`config.mk`:
```
export PLATFORM = sky130hd
export DESIGN_NAME = hrtt_ctrl
export DESIGN_NICKNAME = d
export VERILOG_FILES = /design/src/rtl/hrtt_pkg.sv /design/src/rtl/hrtt_ctrl.sv
export SDC_FILE = /design/constraint.sdc
export NUM_CORES = 1
export LEC_CHECK = 0
export BUFFER_PORTS_ARGS = -buffer_cell sky130_fd_sc_hd__buf_2
export CORE_AREA = 3 3 40 42
export CTS_CLUSTER_DIAMETER = 200
export DETAILED_ROUTE_END_ITERATION = 16
export DIE_AREA = 0 0 43 45
export PLACE_DENSITY = 0.31
export SKIP_LAST_GASP = 1
export SLEW_MARGIN = 20
export SYNTH_ARGS = -nofsm -noshare
export SYNTH_HDL_FRONTEND = slang
export SYNTH_SLANG_ARGS = --single-unit
export TNS_END_PERCENT = 5
```
`constraint.sdc`:
```
create_clock -name clk -period 1.5 [get_ports clk]
set_clock_uncertainty 0.15 [all_clocks]
set_input_delay 0.3 -clock clk [delete_from_list [all_inputs] [get_ports clk]]
set_output_delay 0.3 -clock clk [all_outputs]
set_load 0.03 [all_outputs]
```
`src/rtl/hrtt_pkg.sv`:
```
// Package for the hash range tablet table: operation and status codes,
// controller/datapath command struct. No dependencies.
package hrtt_pkg;

  typedef enum logic [2:0] {
    OP_ADD    = 3'd0,
    OP_DELETE = 3'd1,
    OP_SPLIT  = 3'd2,
    OP_CHANGE = 3'd3,
    OP_READ   = 3'd4,
    OP_WRITE  = 3'd5,
    OP_POINT  = 3'd6,
    OP_EXACT  = 3'd7
  } op_t;

  typedef enum logic [2:0] {
    ST_OK       = 3'd0,
    ST_NOTFOUND = 3'd1,
    ST_MISMATCH = 3'd2,
    ST_WRONG    = 3'd3,
    ST_OVERLAP  = 3'd4,
    ST_FULL     = 3'd5
  } status_t;

  localparam logic [1:0] NORMAL = 2'd0;

  // Controller to datapath
  typedef struct packed {
    logic load;     // capture request
    logic search;   // register compare results
    logic update;   // decide and write table
  } cmd_t;

endpackage

```
`src/rtl/hrtt_ctrl.sv`:
```
// Controller of the hash range tablet table: sequences load, compare,
// update and result hand-off. Depends on hrtt_pkg.
module hrtt_ctrl import hrtt_pkg::*; (
  input  logic clk,
  input  logic rst,
  input  logic in_valid,
  output logic in_stall,
  output logic out_valid,
  input  logic out_stall,
  output cmd_t cmd
);

  typedef enum logic [1:0] {IDLE, SEARCH, UPDATE, DONE} state_t;
  state_t state;

  assign in_stall   = (state != IDLE);
  assign cmd.load   = (state == IDLE) && in_valid;
  assign cmd.search = (state == SEARCH);
  assign cmd.update = (state == UPDATE);

  always_ff @(posedge clk) begin
    if (rst) begin
      state     <= IDLE;
      out_valid <= 1'b0;
    end else begin
      unique case (state)
        IDLE:   if (in_valid) state <= SEARCH;
        SEARCH: state <= UPDATE;
        UPDATE: begin
          state     <= DONE;
          out_valid <= 1'b1;
        end
        DONE: if (!out_stall) begin
          state     <= IDLE;
          out_valid <= 1'b0;
        end
        default: state <= IDLE;
      endcase
    end
  end

endmodule

```
==> run_results.csv <==
group,metric,value,unit
cts,cts-root-buf,"clkbuf_4",
timing,fmax,670,MHz
synthesis,synth_seq_area_share,0.282,
global_route,grt_usage,0.0582,
timing,rsz0062_at_grt,"true",
cts,cts_inserted_buffers,3,
pwr,power,0.000941,W
drt,detail-route-antenna-nets,0,
critical_path,path_class,"reg2out",
floorplan,die_h,45,µm
critical_path,crit_path_end_kind,"output pin",
outcome,outcome,"completed",
run,timing.max_cap.violations,0,
pwr,peakVddDrop,0.849,mV
pwr,p_per_area,2270,mW/mm²
place,port_buffers,8,
worst_hold_path,worstHoldEndpoint,"state[0]",
global_route,antenna_found_initial,0,
critical_path,crit_required,1.05,ns
floorplan,initial_utilization,0.166,
cts,cts_setup_buffers,0,
global_route,grt_first_pass_wirelength,793,µm
floorplan,core_area,0.00128,mm²
cts,cts_buffer_depth,2,
global_route,grt_pass1_vias,228,
synthesis,ys_warn_count,0,
synthesis,netlist_instances,25,
timing,hold_viol,0,
cts,cts_tree,"built",
synthesis,netlist_area,213,µm²
cts,holdBufCountCts,0,
floorplan,dieArea,0.00194,mm²
timing,report.final.slew_viol_count,0,
pwr,p_leak,0.182,nW
worst_hold_path,hold_path_class,"in2reg",
drt,via_per_inst,3.81,
synthesis,ys_types,12,
timing,finalSetupViolCount,0,
drt,top_layer,"met3",
place,place_ws,-0.0420,ns
critical_path,reg2reg_from,"state[0]",
synthesis,synth.ff_latch_count,3,
cells_and_area,drive_above_1_share,0.643,
critical_path,path_max_fanout,4,
drt,routed-wl-met3,19,µm
drt,drcViolationCount,0,
cells_and_area,nets,52,
synthesis,synth_area_per_cell,8.51,µm²
cts,h-tree-depth,1,
place,detailed_place_hpwl,406,µm
drt,vias,217,
floorplan,num_rows,13,
timing,final.setup.worst_slack,0.00676,ns
critical_path,reg2reg_setup_slack,0.02,ns
drt,drtIter0Drc,3,
timing,tightest_slew,0.211,ns
floorplan,die_w,43,µm
cells_and_area,layout.cells.non_filler,57,
timing,timing.final.crit_share,0.995,
timing,period_minus_slack,1.49,ns
cts,cts_num_sinks,3,
global_route,grt-ovfl-total,0,
drt,routedWlPerCell,9.04,µm
critical_path,worstSetupStartpointType,"register",
place,gp_congestion,0.670,
critical_path,ff2ff_path_depth,5,
critical_path,reg2reg_to,"state[1]",
worst_hold_path,hold_depth,2,
critical_path,arrival,1.04,ns
cells_and_area,area_delta_synth_final,94.7,%
cts,insertion_delay,0.23,ns
drt,drtPass1Iterations,3,
drt,dr_wl_met2,290,µm
drt,wirelength,515,µm
timing,relSlewSlack,0.858,
cells_and_area,antenna_cells,0,
cts,cts.reportedPaths.clkPinSlew,0.04,ns
worst_hold_path,hp-start,"rst",
global_route,grt_max_degree,5,
place,dp.cells,53,
floorplan,ios,9,
drt,wl_met1,205,µm
synthesis,synth_nets,34,
==> registers in the layout (all words and copies together) (netlist names) <==
signal     cells
out_valid      1
state          2
==> worst max-delay path: stages, from the launching register on <==
cell     delay (ns)
dfxtp_4        0.36
inv_4          0.04
ha_4           0.15
and2_4         0.13
buf_6          0.13
==> kinds of logic (layout without fill, tap and decap cells) <==
family	Yosys count	count (layout)	share of synthesized area
AOI/OAI and AO/OA	6	6	0.141
adders and majority gates	5	5	0.294
buffers and inverters	4	21	0.0706
DFF	3	3	0.282
and+or+nand+nor	7	7	0.212
==> worst max-delay path by stage <==
| stage | slack [ns] | end | start | depth (start not counted) |
|---|---|---|---|---|
| after global placement | -0.05 | state[0] | state[0] | 5 |
| final | 0.007 | cmd[2] | state[0] | 4 |
| after CTS | -0.02 | cmd[1] | state[1] | 4 |
| after floorplan | 0.04 | state[0] | state[0] | 5 |
| after global routing | -0.04 | cmd[2] | state[0] | 4 |
| after detailed placement | -0.04 | state[0] | state[0] | 5 |
==> cell usage in the layout, fill, tap and decap left out, drive strengths merged <==
cell    Yosys  layout
inv         4       4
nor2        1       1
and2        2       2
or3b        1       1
or3         1       1
o21ai       3       3
clkbuf      0       4
a21oi       3       3
dfxtp       3       3
ha          5       5
nor2b       1       1
buf         0      13
nand2       1       1
==> synthesized netlist by cell type <==
cell type / instances / area share
or3_1: 1 / 0.029
inv_1: 4 / 0.071
or3b_1: 1 / 0.041
nor2_1: 1 / 0.018
and2_4: 1 / 0.041
ha_1: 5 / 0.29
and2_2: 1 / 0.035
dfxtp_1: 3 / 0.28
a21oi_1: 3 / 0.071
nor2b_1: 1 / 0.029
nand2_1: 1 / 0.018
o21ai_0: 3 / 0.071
==> final cells by class <==
cell class | instances | area [µm²]
inverter | 4 | 17.5
tap | 15 | 18.8
sequential | 3 | 65.1
timing repair buffer | 13 | 104
clock buffer | 4 | 26.3
fill | 141 | 871
multi-input combinational | 18 | 183
==> repair_timing <==
action                                  4_1_cts  5_1_grt
endpoints found under the setup margin        6        6
gates resized for setup                      17        6
pin swaps                                     3        3
==> routing by layer <==
metal	track usage	vias up
met5	0	-
li1	-	114
met3	0.0120	0
met1	0.0480	100
met4	0.0723	0
met2	0.105	3
==> through the flow <==
stage | utilization | instance area [µm²] | hold slack (ns) | TNS [ns]
6_report | 0.322 | 414 | 0.110 | 0
5_1_grt | 0.322 | 414 | 0.113 | -0.154
4_1_cts | 0.303 | 389 | 0.0983 | -0.0421
3_5_place_dp | 0.241 | 309 | 0.308 | -0.0629
3_3_place_gp | 0.241 | 309 | 0.310 | -0.0601
2_1_floorplan | - | 213 | 0.219 | 0
==> where the power goes <==
group          internal [W]  switching, W
logic              0.000314      0.000334
registers          0.000125     0.0000300
clock network     0.0000995     0.0000386
total              0.000539      0.000403
No activity file was read; power rests on OpenSTA's default activity.
